<file path="config.mk">
export PLATFORM = sky130hd
export DESIGN_NAME = bilevel_run_length_encoder_unit
export DESIGN_NICKNAME = d
export VERILOG_FILES = /design/src/rtl/blrle_pkg.sv /design/src/rtl/blrle_front.sv /design/src/rtl/blrle_queue.sv /design/src/rtl/blrle_back.sv /design/src/rtl/bilevel_run_length_encoder_unit.sv
export SDC_FILE = /design/constraint.sdc
export NUM_CORES = 1
export LEC_CHECK = 0
export ABC_AREA = 1
export BUFFER_PORTS_ARGS = -buffer_cell sky130_fd_sc_hd__clkbuf_2
export CELL_PAD_IN_SITES_DETAIL_PLACEMENT = 1
export CELL_PAD_IN_SITES_GLOBAL_PLACEMENT = 1
export CORE_ASPECT_RATIO = 0.6
export CORE_MARGIN = 4
export CORE_UTILIZATION = 45
export CTS_CLUSTER_DIAMETER = 40
export DETAILED_ROUTE_END_ITERATION = 10
export PLACE_DENSITY_LB_ADDON = 0.1
export SETUP_SLACK_MARGIN = 0.05
export SYNTH_ARGS = -nofsm -noshare
export SYNTH_HDL_FRONTEND = slang
export SYNTH_SLANG_ARGS = --single-unit
</file>
<file path="constraint.sdc">
create_clock -name clk -period 8.3 [get_ports clk]
set_input_delay 0.83 -clock clk [delete_from_list [all_inputs] [get_ports clk]]
set_output_delay 0.83 -clock clk [all_outputs]
set_load 0.02 [all_outputs]
</file>
<file path="src/rtl/blrle_pkg.sv">
package blrle_pkg;

    localparam int CodeW      = 8;
    localparam int PosW       = 16;
    localparam int CmdBytes   = 4;
    localparam int CountW     = 3;
    localparam int IdxW       = 2;
    localparam int CfgIndexW  = 2;
    localparam int QueueDepth = 4;
    localparam int QueuePtrW  = 2;
    localparam int QueueCntW  = 3;

    localparam logic [CodeW-1:0] RUN_MAX = 8'd255;

    localparam logic [CfgIndexW-1:0] REG_IMAGE_ROWS = 2'd0;
    localparam logic [CfgIndexW-1:0] REG_IMAGE_COLS = 2'd1;

    // One pixel's worth of code bytes, oldest in entry 0.
    typedef struct packed {
        logic [CmdBytes-1:0][CodeW-1:0] bytes;
        logic [CountW-1:0]              count;
        logic                           done;
    } cmd_t;

    typedef struct packed {
        logic full;
        logic empty;
    } queue_status_t;

endpackage

</file>
<file path="src/rtl/blrle_front.sv">
module blrle_front (
    input  logic                                  clk,
    input  logic                                  rst_n,
    input  logic                                  cfg_write,
    input  logic [blrle_pkg::CfgIndexW-1:0]       cfg_index,
    input  logic [blrle_pkg::CodeW-1:0]           cfg_data,
    input  logic                                  pixel,
    input  logic                                  pixel_valid,
    output logic                                  pixel_stall,
    input  blrle_pkg::queue_status_t              q_status,
    output logic                                  push,
    output blrle_pkg::cmd_t                       push_cmd
);
    import blrle_pkg::*;

    logic [CodeW-1:0]  rows_reg, rows_next;
    logic [CodeW-1:0]  cols_reg, cols_next;
    logic [PosW-1:0]   pos_reg, pos_next;
    logic [CodeW-1:0]  len_reg, len_next;
    logic              color_reg, color_next;

    logic [CodeW-1:0]  rows_eff;
    logic [CodeW-1:0]  cols_eff;
    logic [PosW-1:0]   total;
    logic              last;
    logic              accept;
    logic [CountW-1:0] k;
    cmd_t              cmd;

    assign pixel_stall = q_status.full;
    assign accept      = pixel_valid && !pixel_stall;

    // Treat a zero dimension as one.
    assign rows_eff = (rows_reg == '0) ? CodeW'(1) : rows_reg;
    assign cols_eff = (cols_reg == '0) ? CodeW'(1) : cols_reg;
    assign total    = PosW'(rows_eff) * PosW'(cols_eff);
    assign last     = ({1'b0, pos_reg} + (PosW+1)'(1)) >= {1'b0, total};

    always_comb
    begin
        cmd        = '0;
        k          = '0;
        len_next   = len_reg;
        color_next = color_reg;
        pos_next   = pos_reg;
        if (pos_reg == '0)
        begin
            cmd.bytes[0] = rows_eff;
            cmd.bytes[1] = cols_eff;
            k            = CountW'(2);
        end
        if (pixel == color_reg)
        begin
            if (len_reg >= RUN_MAX)
            begin
                // Split: full run, then an empty run of the other color.
                cmd.bytes[k[IdxW-1:0]]          = RUN_MAX;
                cmd.bytes[k[IdxW-1:0] + IdxW'(1)] = '0;
                k        = k + CountW'(2);
                len_next = CodeW'(1);
            end
            else
            begin
                len_next = len_reg + CodeW'(1);
            end
        end
        else
        begin
            cmd.bytes[k[IdxW-1:0]] = len_reg;
            k          = k + CountW'(1);
            color_next = ~color_reg;
            len_next   = CodeW'(1);
        end
        if (last)
        begin
            cmd.bytes[k[IdxW-1:0]] = len_next;
            k          = k + CountW'(1);
            cmd.done   = 1'b1;
            pos_next   = '0;
            len_next   = '0;
            color_next = 1'b1;
        end
        else
        begin
            pos_next = pos_reg + PosW'(1);
        end
        cmd.count = k;
    end

    assign push     = accept && (k != '0);
    assign push_cmd = cmd;

    always_comb
    begin
        rows_next = rows_reg;
        cols_next = cols_reg;
        if (cfg_write)
        begin
            case (cfg_index)
                REG_IMAGE_ROWS: rows_next = cfg_data;
                REG_IMAGE_COLS: cols_next = cfg_data;
                default:        ;
            endcase
        end
    end

    always_ff @(posedge clk or negedge rst_n)
    begin
        if (!rst_n)
        begin
            rows_reg  <= CodeW'(1);
            cols_reg  <= CodeW'(1);
            pos_reg   <= '0;
            len_reg   <= '0;
            color_reg <= 1'b1;
        end
        else
        begin
            rows_reg <= rows_next;
            cols_reg <= cols_next;
            if (accept)
            begin
                pos_reg   <= pos_next;
                len_reg   <= len_next;
                color_reg <= color_next;
            end
        end
    end

endmodule

</file>
<file path="src/rtl/blrle_queue.sv">
module blrle_queue (
    input  logic                      clk,
    input  logic                      rst_n,
    input  logic                      push,
    input  blrle_pkg::cmd_t           push_cmd,
    input  logic                      pop,
    output blrle_pkg::cmd_t           head,
    output blrle_pkg::queue_status_t  status
);
    import blrle_pkg::*;

    cmd_t                 entry_reg [QueueDepth];
    logic [QueuePtrW-1:0] wr_ptr_reg, wr_ptr_next;
    logic [QueuePtrW-1:0] rd_ptr_reg, rd_ptr_next;
    logic [QueueCntW-1:0] cnt_reg, cnt_next;

    assign head         = entry_reg[rd_ptr_reg];
    assign status.full  = (cnt_reg == QueueCntW'(QueueDepth));
    assign status.empty = (cnt_reg == '0);

    always_comb
    begin
        wr_ptr_next = push ? wr_ptr_reg + QueuePtrW'(1) : wr_ptr_reg;
        rd_ptr_next = pop  ? rd_ptr_reg + QueuePtrW'(1) : rd_ptr_reg;
        cnt_next    = cnt_reg + QueueCntW'(push) - QueueCntW'(pop);
    end

    always_ff @(posedge clk or negedge rst_n)
    begin
        if (!rst_n)
        begin
            wr_ptr_reg <= '0;
            rd_ptr_reg <= '0;
            cnt_reg    <= '0;
        end
        else
        begin
            wr_ptr_reg <= wr_ptr_next;
            rd_ptr_reg <= rd_ptr_next;
            cnt_reg    <= cnt_next;
        end
    end

    always_ff @(posedge clk)
    begin
        if (push)
        begin
            entry_reg[wr_ptr_reg] <= push_cmd;
        end
    end

endmodule

</file>
<file path="src/rtl/blrle_back.sv">
module blrle_back (
    input  logic                             clk,
    input  logic                             rst_n,
    input  blrle_pkg::cmd_t                  head,
    input  blrle_pkg::queue_status_t         q_status,
    output logic                             pop,
    output logic [blrle_pkg::CodeW-1:0]      code_byte,
    output logic                             last_of_item,
    output logic                             image_done,
    output logic                             code_valid,
    input  logic                             code_stall
);
    import blrle_pkg::*;

    logic [IdxW-1:0]  idx_reg, idx_next;
    logic             valid_reg, valid_next;
    logic [CodeW-1:0] byte_reg;
    logic             last_reg;
    logic             done_reg;

    logic             out_free;
    logic             emit;
    logic             is_last;

    assign out_free = !valid_reg || !code_stall;
    assign emit     = !q_status.empty && out_free;
    assign is_last  = ({1'b0, idx_reg} + CountW'(1)) == head.count;
    assign pop      = emit && is_last;

    always_comb
    begin
        idx_next   = idx_reg;
        valid_next = valid_reg && code_stall;
        if (emit)
        begin
            valid_next = 1'b1;
            idx_next   = is_last ? '0 : idx_reg + IdxW'(1);
        end
    end

    always_ff @(posedge clk or negedge rst_n)
    begin
        if (!rst_n)
        begin
            idx_reg   <= '0;
            valid_reg <= 1'b0;
        end
        else
        begin
            idx_reg   <= idx_next;
            valid_reg <= valid_next;
        end
    end

    always_ff @(posedge clk)
    begin
        if (emit)
        begin
            byte_reg <= head.bytes[idx_reg];
            last_reg <= is_last;
            done_reg <= is_last && head.done;
        end
    end

    assign code_byte    = byte_reg;
    assign last_of_item = last_reg;
    assign image_done   = done_reg;
    assign code_valid   = valid_reg;

endmodule

</file>
<file path="src/rtl/bilevel_run_length_encoder_unit.sv">
// Path: a pixel's code bytes are written into the command queue, then registered onto code_byte.
// Throughput: one pixel per cycle while the four-entry command queue has room; the output
// side drains one code byte per cycle while code_stall is low.
// Reset (rst_n low, asynchronous): both dimensions go to 1, the next pixel opens a new image
// with a run of pixel value 1, the queue empties and no code byte is shown.
module bilevel_run_length_encoder_unit (
    input  logic                                clk,
    input  logic                                rst_n,
    input  logic                                cfg_write,
    input  logic [blrle_pkg::CfgIndexW-1:0]     cfg_index,
    input  logic [blrle_pkg::CodeW-1:0]         cfg_data,
    input  logic                                pixel,
    input  logic                                pixel_valid,
    output logic                                pixel_stall,
    output logic [blrle_pkg::CodeW-1:0]         code_byte,
    output logic                                last_of_item,
    output logic                                image_done,
    output logic                                code_valid,
    input  logic                                code_stall
);
    import blrle_pkg::*;

    // Front end: hold dimensions and run state, turn each pixel into a command
    // of zero to four code bytes, push only commands that carry bytes.
    logic          push;
    cmd_t          push_cmd;
    // Queue between front and back: absorb bursts so each side can stall alone.
    logic          pop;
    cmd_t          head;
    queue_status_t q_status;

    blrle_front u_front (
        .clk         (clk),
        .rst_n       (rst_n),
        .cfg_write   (cfg_write),
        .cfg_index   (cfg_index),
        .cfg_data    (cfg_data),
        .pixel       (pixel),
        .pixel_valid (pixel_valid),
        .pixel_stall (pixel_stall),
        .q_status    (q_status),
        .push        (push),
        .push_cmd    (push_cmd)
    );

    blrle_queue u_queue (
        .clk      (clk),
        .rst_n    (rst_n),
        .push     (push),
        .push_cmd (push_cmd),
        .pop      (pop),
        .head     (head),
        .status   (q_status)
    );

    // Back end: walk the head command one byte per cycle, while the output is not stalled, into the output
    // register, advance to the next command after its last byte.
    blrle_back u_back (
        .clk          (clk),
        .rst_n        (rst_n),
        .head         (head),
        .q_status     (q_status),
        .pop          (pop),
        .code_byte    (code_byte),
        .last_of_item (last_of_item),
        .image_done   (image_done),
        .code_valid   (code_valid),
        .code_stall   (code_stall)
    );

    // The end of an image always closes the item that caused it.
    a_done_is_last: assert property (@(posedge clk) disable iff (!rst_n)
        code_valid && image_done |-> last_of_item)
        else $error("image_done without last_of_item");

    // Never push into a full queue.
    a_no_overflow: assert property (@(posedge clk) disable iff (!rst_n)
        push |-> !q_status.full)
        else $error("command pushed into full queue");

    // A command landing in an idle pipe passes the queue entry, then the output register, to code_valid.
    a_fast_path: assert property (@(posedge clk) disable iff (!rst_n)
        push && q_status.empty && !code_valid |-> ##2 code_valid)
        else $error("code byte did not appear after push into idle pipe");

    // Pop only when the output register takes a byte.
    a_pop_moves_byte: assert property (@(posedge clk) disable iff (!rst_n)
        pop |-> !q_status.empty && (!code_valid || !code_stall))
        else $error("command popped without emitting a byte");

endmodule
</file>
==> impl_metrics.tcl, run 1 <==
set metrics [dict create \
    core_area_um2 25400 \
    power.net_switching_uw 2440 \
    hold_class "input port to asynchronous set/reset pin" \
    synth_simple_gate_area_frac 0.141 \
    worst_setup_hold_path_clk_slew_ns 0.06 \
    cell_internal_pwr_uw 3040 \
    tritoncts "done" \
    gp_congestion 0.884 \
    placementRows 45 \
    asyncSetResetFlopFracSynth 0.249 \
    area_delta_synth_final_pct 11.7 \
    synthDominantAreaCellType "edfxtp_1" \
    postSynthCellCount 1196 \
    tritoncts.num_buffers 25 \
    critical_path.endpoint_type "flop" \
    worst_path_largest_cell_delay_ns 0.54 \
    clkLatencyLatePin_ns 0.52 \
    route.detailed.wl_per_inst_um 18.7 \
    sequential_area_share_after_synthesis 0.506 \
    placedInstanceArea_um2 12200 \
    clock_power_share 0.195 \
    timing.max_slew.rel_slack 0.291 \
    clock-sinks 205 \
    arithmetic_cell_share_of_the_synthesized_area_counting_full_adders_half_adders_and_majority_gates 0.132 \
    drive_gt1_frac 0.0896 \
    hold-worst-slack_ns 0.446 \
    final_ant_viol_nets 0 \
    fin_worst_skew_ns 0.0113 \
    post_synth.cell_area_avg_um2 9.76 \
    yosysWarnings 0 \
    power.combinational.fraction 0.476 \
    period_needed_ns 7.72 \
    worst-path-max-fanout 36 \
    swShare 0.445 \
    total_leakage_power_uw 0.00585 \
    initial_core_util 0.460 \
    htreeDepth 1 \
    timing.final.setup_violations 0 \
    max_slew.worst_pin.slew_ns 1.06 \
    detail_route.iter0.violations 612 \
    clockRootBuffer "clkbuf_16" \
    design.die.area_um2 28700 \
    ys_dominant_reg_cell "edfxtp_1" \
    grt_residual_overflow 0 \
    power_density_nw_per_um2 420 \
    grt_use_total 0.210 \
    run_status "completed" \
    number_of_enable_type_register_cells_in_the_synthesized_netlist 154 \
    cpMaxStageDelayCell "fa_1" \
    floorplan.die.width_um 216 \
    synth.mux.area_fraction 0.000857 \
    synth_top_family_by_area "simple AND/OR/NAND/NOR gates" \
    largest_register_ffs 144 \
    dp_hpwl_um 21300 \
    num_antenna_cells 0 \
    cell_variety_after_synth 50 \
    cp-start-kind "flop" \
    final.fill_count 2862 \
    floorplan.die.height_um 133 \
    power_frac_seq 0.330 \
    drt_first_pass_iters 5 \
    via_per_inst 5.33 \
    totalNegativeSetupSlack_ns 0 \
    cts_hold_repair.buffers 0 \
    timing_max_transition_violations_final 0 \
    timing.fmax_ghz 0.129 \
    mappedNetlistArea_um2 11700 \
    drt_wl_total_um 30000 \
    grt_pass1_wl_um 48300 \
    yosys.area_share.xor_xnor 0.0210 \
    synth_seq_cells 205 \
    worstSetupPathType "flop to flop" \
    total_power_uw 5490 \
    design_area_um2 13000 \
    timing.final.crit_share 0.930 \
    yosys-top-cells-area "edfxtp_1, dfrtp_1, ha_1" \
    route.vias.total 8532 \
    rsz0062_at_grt "yes" \
    number_of_global_route_vias_before_repair 8636 \
    finalHoldViolCount 0 \
    drv_cap 0 \
    drc_errors 0 \
    clock_path_buffers 3 \
    place.port_buffers 27 \
    cp_data_arrival_time_ns 7.87 \
    synth_area_in_compound_gates 0.115 \
    ir_worst_vdd_uv 201 \
    final_nets 1352 \
    grt_antenna_before_repair 0 \
    synth_largest_type_area_fraction 0.396 \
    floorplan.io_pins 28 \
    largest_net_degree_at_the_start_of_global_routing 76 \
    worstPathRequired_ns 8.45 \
]
## layout make-up
type / instances / area (µm²) / share of cell area
flip-flops and latches: 205 / 5910 / 0.453
multi-input cells: 768 / 4940 / 0.379
inverters: 196 / 736 / 0.0564
clock buffers: 28 / 637 / 0.0488
well taps: 352 / 440 / 0.0338
repair buffers: 39 / 229 / 0.0175
clock inverters: 14 / 159 / 0.0122
## cell families (layout without fill, tap and decap cells)
logic type               Yosys count  count (layout)
XOR/XNOR                          28              28
other                              1              28
buffers and inverters            250             277
AO/OA/AOI/OAI                    222             222
multiplexers                       1               1
adder cells (fa/ha/maj)          101             101
flip-flops                       205             205
AND/OR/NAND/NOR                  388             388
## routing by layer
layer,share of wire,vias up,track usage
li1,-,4063,-
met3,0.046,28,0.0331
met2,0.41,181,0.290
met1,0.54,4260,0.352
met4,0.010,0,0.0263
met5,0,-,0
## cell usage after synthesis, types with 10 or more instances
library cell	n
a21oi_1	28
clkbuf_1	39
dfrtp_1	48
edfxtp_1	154
fa_1	37
ha_1	64
inv_1	191
nand2_1	171
nand3_1	40
nor2_1	138
o211ai_1	10
o21ai_0	103
o221ai_1	30
o22ai_1	31
xor2_1	23
## power by group through the flow
stage | clock network [µW] | registers (µW) | logic, µW
after global placement | 0 | 1810 | 2520
final | 1070 | 1810 | 2610
after detailed placement | 0 | 1830 | 2590
after floorplan | 0 | 1800 | 1830
after global routing | 1130 | 1840 | 2950
after CTS | 1090 | 1810 | 2600
## per-stage QoR
| step | instances | util | worst slack (ns) |
|---|---|---|---|
| 2_1_floorplan | 1223 | - | 0.302 |
| 3_3_place_gp | 1558 | 0.481 | 0.798 |
| 3_5_place_dp | 1558 | 0.481 | 0.396 |
| 4_1_cts | 1600 | 0.513 | 0.355 |
| 5_1_grt | 1602 | 0.514 | 0.0467 |
| 6_report | 1602 | 0.514 | 0.577 |
## worst max-delay path, delay by kind of cell, from the launching register on
| family | cells | cell delay, ns |
|---|---|---|
| compound gates | 4 | 0.62 |
| flops | 1 | 0.51 |
| buf+inv | 8 | 1.25 |
| fa+ha+maj | 7 | 2.99 |
| simple gates | 13 | 1.82 |
| xor+xnor | 1 | 0.13 |
## cells in the final DEF, fill, tap and decap left out, types with 2 or more instances in the layout
cell type and count:
a21o_1 3, a21oi_1 28, a31oi_1 5, buf_4 11
bufinv_16 2, clkbuf_1 3, clkbuf_16 25, clkbuf_2 27
clkinv_1 3, conb_1 28, dfrtp_1 47, dfstp_2 3
edfxtp_1 154, fa_1 37, ha_1 64, inv_1 191
inv_2 4, inv_6 5, inv_8 3, nand2_1 171
nand2_2 6, nand3_1 40, nand3_2 2, nand4_1 6
nor2_1 134, nor2_2 2, nor2_4 7, nor3_1 8
nor3_2 3, o211ai_1 10, o21ai_0 103, o221ai_1 30
o22ai_1 31, o31ai_1 5, xnor2_1 5, xor2_1 23
## final timing paths
kind | startpoint | to | slack (ns) | cells after the start
worst min register to register | u_back.code_valid | u_back.code_valid | 0.51 | 2
worst max register to register | u_front.rows_reg[5] | u_queue.entry_reg[3][34] | 0.58 | 33
min in group clk | u_back.code_valid | u_back.code_valid | 0.51 | 2
worst max-delay path | u_front.rows_reg[5] | u_queue.entry_reg[3][34] | 0.58 | 33
max in group asynchronous | rst_n | u_front.cols_reg[5] | 7.33 | 2
worst min-delay path | rst_n | u_front.pos_reg[13] | 0.45 | 2
## what timing repair did
action	4_1_cts	5_1_grt
setup endpoints to repair	0	5
buffers inserted	0	2
resized for setup	0	3
Note: power is estimated with default switching activity, not from simulation.
==> inputs of run 2 (changes only) <==
--- a/config.mk
+++ b/config.mk
@@ -11,7 +11,7 @@
 export CELL_PAD_IN_SITES_GLOBAL_PLACEMENT = 1
 export CORE_ASPECT_RATIO = 0.6
 export CORE_MARGIN = 4
-export CORE_UTILIZATION = 45
+export CORE_UTILIZATION = 50
 export CTS_CLUSTER_DIAMETER = 40
 export DETAILED_ROUTE_END_ITERATION = 10
 export PLACE_DENSITY_LB_ADDON = 0.1
==> constraint.sdc (replaced) <==
create_clock -name clk -period 7.6 [get_ports clk]
set_input_delay 0.76 -clock clk [delete_from_list [all_inputs] [get_ports clk]]
set_output_delay 0.76 -clock clk [all_outputs]
set_load 0.02 [all_outputs]
==> run 2 against run 1 <==
  * Total power is 10% higher
  * Cell count is 2.1% lower
  * Combinational power grew 14%
  * Critical path type unchanged
  * Clock skew grew 0.0043 ns
  * Non-clock buffer count is 8 higher
  * Wire length is 2.0% higher
  * Sequential cell count unchanged
  * Clock-buffer cell count increased by 6
  * Maximum frequency rose by 7.9%
==> impl_metrics.tcl, run 2 (synthesis gave the netlist of run 1 again) <==
set metrics [dict create \
    cp-start-kind "flop" \
    fin_util 0.581 \
    core_area_um2 22500 \
    dp_hpwl_um 21500 \
    drt_first_pass_iters 5 \
    fin_worst_skew_ns 0.0156 \
    timing.final.setup_violations 0 \
    gp_congestion 0.845 \
    layout.cells.most_common_list "inv_1, nand2_1, edfxtp_1, nor2_1, o21ai_0" \
    hold-worst-slack_ns 0.375 \
    design.die.area_um2 25900 \
    clockRootBuffer "clkbuf_16" \
    grt_use_total 0.239 \
    largest_register_ffs 144 \
    place.port_buffers 27 \
    placementRows 42 \
    totalNegativeSetupSlack_ns 0 \
    num_antenna_cells 0 \
    tritoncts.num_buffers 24 \
    cts_hold_repair.buffers 0 \
    clock-sinks 205 \
    crit_family "adder cells" \
    drv_cap 0 \
    finalHoldViolCount 0 \
    rsz0062_at_grt "no" \
    worstSetupPathType "flop to flop" \
    timing.fmax_ghz 0.140 \
    worst_setup_hold_path_clk_slew_ns 0.06 \
    initial_core_util 0.519 \
    regToRegStartpoint "u_front.rows_reg[5]" \
    htreeDepth 1 \
    clock_path_buffers 3 \
    worstPathRequired_ns 8.06 \
    regToRegEndpoint "u_queue.cnt_reg[1]" \
    final_ant_viol_nets 0 \
    floorplan.die.height_um 126 \
    detail_route.iter0.violations 659 \
    run_status "completed" \
    worst-r2r-cell-count 34 \
    final.setup.worst_slack_ns 0.443 \
    route.vias.total 8716 \
    grt_antenna_before_repair 0 \
    timing.max_slew.rel_slack 0.300 \
    critical-path-top-cell-by-count "inv_1" \
    cp.buffers_inverters 8 \
    tritoncts "done" \
    total_power_uw 6060 \
    grt_pass1_wl_um 49600 \
    drc_errors 0 \
    timing.reg2reg.setup_slack_ns 0.44 \
    worst_path_largest_cell_delay_ns 0.52 \
    final_nets 1359 \
    drt_wl_total_um 30600 \
    cpMaxStageDelayCell "fa_1" \
    route.detailed.wl_per_inst_um 19.5 \
    floorplan.io_pins 28 \
    total_leakage_power_uw 0.00587 \
    ir_worst_vdd_uv 251 \
    hold_class "input port to asynchronous set/reset pin" \
    number_of_global_route_vias_before_repair 9047 \
    power_density_nw_per_um2 464 \
    timing.final.crit_share 0.942 \
    grt_residual_overflow 0 \
    area_delta_synth_final_pct 11.8 \
    worst-path-max-fanout 11 \
    via_per_inst 5.56 \
    max_slew.worst_pin.slew_ns 1.05 \
    period_needed_ns 7.16 \
    critical_path.endpoint_type "flop" \
    clkLatencyLatePin_ns 0.52 \
    final_common_cell "inv_1" \
    drive_gt1_frac 0.0976 \
    cp_data_arrival_time_ns 7.61 \
    placement.setup.worst_slack_ns 0.174 \
    floorplan.die.width_um 205 \
    largest_net_degree_at_the_start_of_global_routing 76 \
    timing_max_transition_violations_final 0 \
]
==> run 2: timing repair <==
item / 4_1_cts / 5_1_grt
resized for setup: 0 / 14
endpoints found under the setup margin: 0 / 146
buffers inserted: 0 / 3
==> run 2: how the worst max path moves through the flow <==
stage	from	end	slack, ns	depth (start not counted)
detailed placement	u_front.rows_reg[5]	u_queue.cnt_reg[1]	0.17	32
CTS	u_front.rows_reg[5]	u_queue.cnt_reg[1]	0.12	32
finish	u_front.rows_reg[5]	u_queue.cnt_reg[1]	0.44	34
global placement	u_front.rows_reg[5]	u_queue.cnt_reg[1]	0.59	34
global route	u_front.rows_reg[5]	u_queue.cnt_reg[1]	0.05	34
floorplan	u_front.rows_reg[4]	u_queue.entry_reg[0][0]	-0.40	32
==> run 2: stage by stage <==
step / std cells / cell area (µm²)
global placement: 1521 / 12200
finish: 1568 / 13100
detailed placement: 1521 / 12200
floorplan: 1223 / 11800
CTS: 1565 / 13000
global route: 1568 / 13100
==> run 2: power by group <==
| part | switching (µW) | internal [µW] |
|---|---|---|
| logic | 2090 | 886 |
| clock network | 455 | 655 |
| registers | 177 | 1800 |
==> run 2: cell type report <==
cell class                 instances  area (µm²)
clock inverter                    10        95.1
inverter                         196         736
tap                              308         385
fill                            2521        9430
multi-input combinational        768        4970
clock buffer                      34         669
timing repair buffer              47         297
sequential                       205        5910
==> run 2: worst reg2reg max path, delay by kind of cell, from the launching register on <==
family / cells / cell delay (ns)
flip-flops: 1 / 0.41
buffers and inverters: 8 / 0.55
XOR/XNOR: 1 / 0.10
AND/OR/NAND/NOR: 12 / 1.71
AO/OA/AOI/OAI: 4 / 0.80
adder cells (fa/ha/maj): 9 / 3.51
==> run 2: layer usage <==
metal  global-route usage  share of wire  up-vias
met1                0.379           0.50     4341
li1                     -              -     4081
met4               0.0417          0.017        0
met2                0.352           0.43      254
met5                    0              0        -
met3               0.0378          0.058       40
==> inputs of run 3 (changes only) <==
--- a/config.mk
+++ b/config.mk
@@ -6,7 +6,7 @@
 export NUM_CORES = 1
 export LEC_CHECK = 0
 export ABC_AREA = 1
-export BUFFER_PORTS_ARGS = -buffer_cell sky130_fd_sc_hd__clkbuf_2
+export BUFFER_PORTS_ARGS = -buffer_cell sky130_fd_sc_hd__buf_2
 export CELL_PAD_IN_SITES_DETAIL_PLACEMENT = 1
 export CELL_PAD_IN_SITES_GLOBAL_PLACEMENT = 1
 export CORE_ASPECT_RATIO = 0.6
==> run 3 against run 2 <==
  * Clock-buffer cell count shrank 3
  * Combinational power is essentially flat
  * Cell count is essentially flat
  * Critical path depth is the same
  * Wire length grew 5.3%
  * Clock skew shrank 0.0012 ns
  * Non-clock buffer count grew 1
  * Setup slack lost 0.081 ns
  * Maximum frequency shrank 1.1%
  * Via count grew 1.5%
  * First-iteration DRC count grew 3.8%
  * Largest cell class unchanged
  * Highest routed layer unchanged
==> impl_metrics.tcl, run 3 (synthesis gave the netlist of run 1 again) <==
set metrics [dict create \
    worst_setup_hold_path_clk_slew_ns 0.06 \
    critical_path.endpoint_type "flop" \
    drt_first_pass_iters 4 \
    hold_class "input port to asynchronous set/reset pin" \
    fin_util 0.582 \
    drive_gt1_frac 0.0991 \
    clkLatencyLatePin_ns 0.51 \
    gp_congestion 0.840 \
    cp_data_arrival_time_ns 7.69 \
    top_usage_layer "met2" \
    regToRegStartpoint "u_front.rows_reg[5]" \
    placement.setup.worst_slack_ns 0.272 \
    via_per_inst 5.64 \
    tritoncts.num_buffers 24 \
    initial_core_util 0.519 \
    fin_worst_skew_ns 0.0145 \
    timing.reg2reg.setup_slack_ns 0.36 \
    cell_internal_pwr_uw 3400 \
    grt_pass1_wl_um 51800 \
    final_nets 1360 \
    final.fill_count 2541 \
    drc_errors 0 \
    grt_use_total 0.251 \
    gr-usage-met1 0.375 \
    htreeDepth 1 \
    area_delta_synth_final_pct 12.1 \
    regToRegEndpoint "u_queue.cnt_reg[1]" \
    core_area_um2 22500 \
    worst-r2r-cell-count 34 \
    power_density_nw_per_um2 471 \
    number_of_global_route_vias_before_repair 9378 \
    placementRows 42 \
    total_leakage_power_uw 0.00589 \
    critical_path.startpoint "u_front.rows_reg[5]" \
    floorplan.io_pins 28 \
    num_antenna_cells 0 \
    largest_register_ffs 144 \
    floorplan.die.width_um 205 \
    detail_route.iter0.violations 684 \
    largest_net_degree_at_the_start_of_global_routing 76 \
    swShare 0.449 \
    power.combinational.fraction 0.485 \
    period_needed_ns 7.24 \
    worstPathRequired_ns 8.05 \
    cp-start-kind "flop" \
    design.die.area_um2 25900 \
    area.sequential_um2 5910 \
    cpMaxStageDelayCell "fa_1" \
    worstSetupPathType "flop to flop" \
    final_common_cell "inv_1" \
    rsz0062_at_grt "no" \
    route.vias.total 8843 \
    power_frac_seq 0.322 \
    worst_path_largest_cell_delay_ns 0.52 \
    drt_wl_total_um 32200 \
    clock_path_buffers 3 \
    multi_input_area_um2 4940 \
    power.net_switching_uw 2770 \
    critical-path-top-cell-by-count "inv_1" \
    timing.final.setup_violations 0 \
    worst_setup_path_endpoint "u_queue.cnt_reg[1]" \
    route.detailed.wl_per_inst_um 20.5 \
    final_ant_viol_nets 0 \
    worst-path-max-fanout 11 \
    timing.max_slew.rel_slack 0.276 \
    grt_antenna_before_repair 0 \
    floorplan.die.height_um 126 \
    grtUsageMet3 0.0378 \
    grt_residual_overflow 0 \
    ir_worst_vdd_uv 265 \
    finalHoldViolCount 0 \
    tritoncts "done" \
    place.port_buffers 27 \
    clock_power_share 0.193 \
    layout.cells.most_common_list "inv_1, nand2_1, edfxtp_1, nor2_1, o21ai_0" \
    final.setup.worst_slack_ns 0.362 \
    timing.fmax_ghz 0.138 \
    timing.final.crit_share 0.952 \
    dp_hpwl_um 22400 \
    run_status "completed" \
    clock-sinks 205 \
    timing_max_transition_violations_final 0 \
    cts_hold_repair.buffers 0 \
    drv_cap 0 \
    clockRootBuffer "clkbuf_16" \
    max_slew.worst_pin.slew_ns 1.08 \
    use_met2 0.397 \
]
run 3: cell count changes in the layout (fill, tap and decap cells not counted), moves of 2 or more:
cell | previous run | this run
clkbuf_2 | 27 | 0
clkinv_1 | 3 | 1
bufinv_16 | 1 | 3
clkbuf_1 | 8 | 6
buf_2 | 0 | 27
run 3: metal layers:
| layer | part of all wire | vias to the layer above |
|---|---|---|
| met2 | 0.45 | 276 |
| li1 | - | 4077 |
| met4 | 0.017 | 0 |
| met3 | 0.061 | 41 |
| met5 | 0 | - |
| met1 | 0.47 | 4449 |
run 3: worst min-delay path by stage:
| stage | endpoint | cells after the start | from | slack, ns |
|---|---|---|---|---|
| 6_report | u_front.pos_reg[10] | 2 | rst_n | 0.39 |
| 5_1_grt | u_front.pos_reg[10] | 2 | rst_n | 0.44 |
| 4_1_cts | u_front.pos_reg[10] | 2 | rst_n | 0.40 |
| 3_5_place_dp | u_back.code_valid | 2 | u_back.code_valid | 0.50 |
| 3_3_place_gp | u_back.code_valid | 2 | u_back.code_valid | 0.49 |
| 2_1_floorplan | u_back.code_valid | 0 | rst_n | 0.46 |
run 3: layout make-up:
class / count / share of cell area
clock buffers: 31 / 0.0495
clock inverters: 13 / 0.0134
inverters: 196 / 0.0562
multi-input cells: 768 / 0.377
flip-flops and latches: 205 / 0.451
well taps: 308 / 0.0294
repair buffers: 48 / 0.0232
run 3: repair_timing:
item	CTS	global route
buffers inserted	0	4
setup endpoints to repair	0	146
gates resized for setup	0	10
run 3: worst max-delay path: cells and delay by family (launching register included):
family | cells | cell delay (ns)
adders and majority gates | 9 | 3.53
and+or+nand+nor | 12 | 1.83
AOI/OAI and AO/OA | 4 | 0.76
buffers and inverters | 8 | 0.55
DFF | 1 | 0.39
xor gates and xnor gates | 1 | 0.10
run 3: through the flow:
step	setup TNS (ns)	area, µm²	hold slack (ns)	total power, µW	cells
detailed placement	0	12200	0.499	4880	1521
finish	0	13100	0.385	6170	1569
global placement	0	12200	0.494	4720	1521
global route	0	13100	0.443	6610	1569
floorplan	-57.35	11800	0.464	3960	1223
CTS	0	13000	0.404	6110	1565
run 3: power groups by stage:
stage | Sequential [µW] | Combinational, µW | Clock (µW)
after floorplan | 1960 | 2000 | 0
after global placement | 1970 | 2750 | 0
after detailed placement | 2000 | 2890 | 0
after CTS | 1980 | 2920 | 1210
after global routing | 2020 | 3330 | 1260
final | 1980 | 2990 | 1190
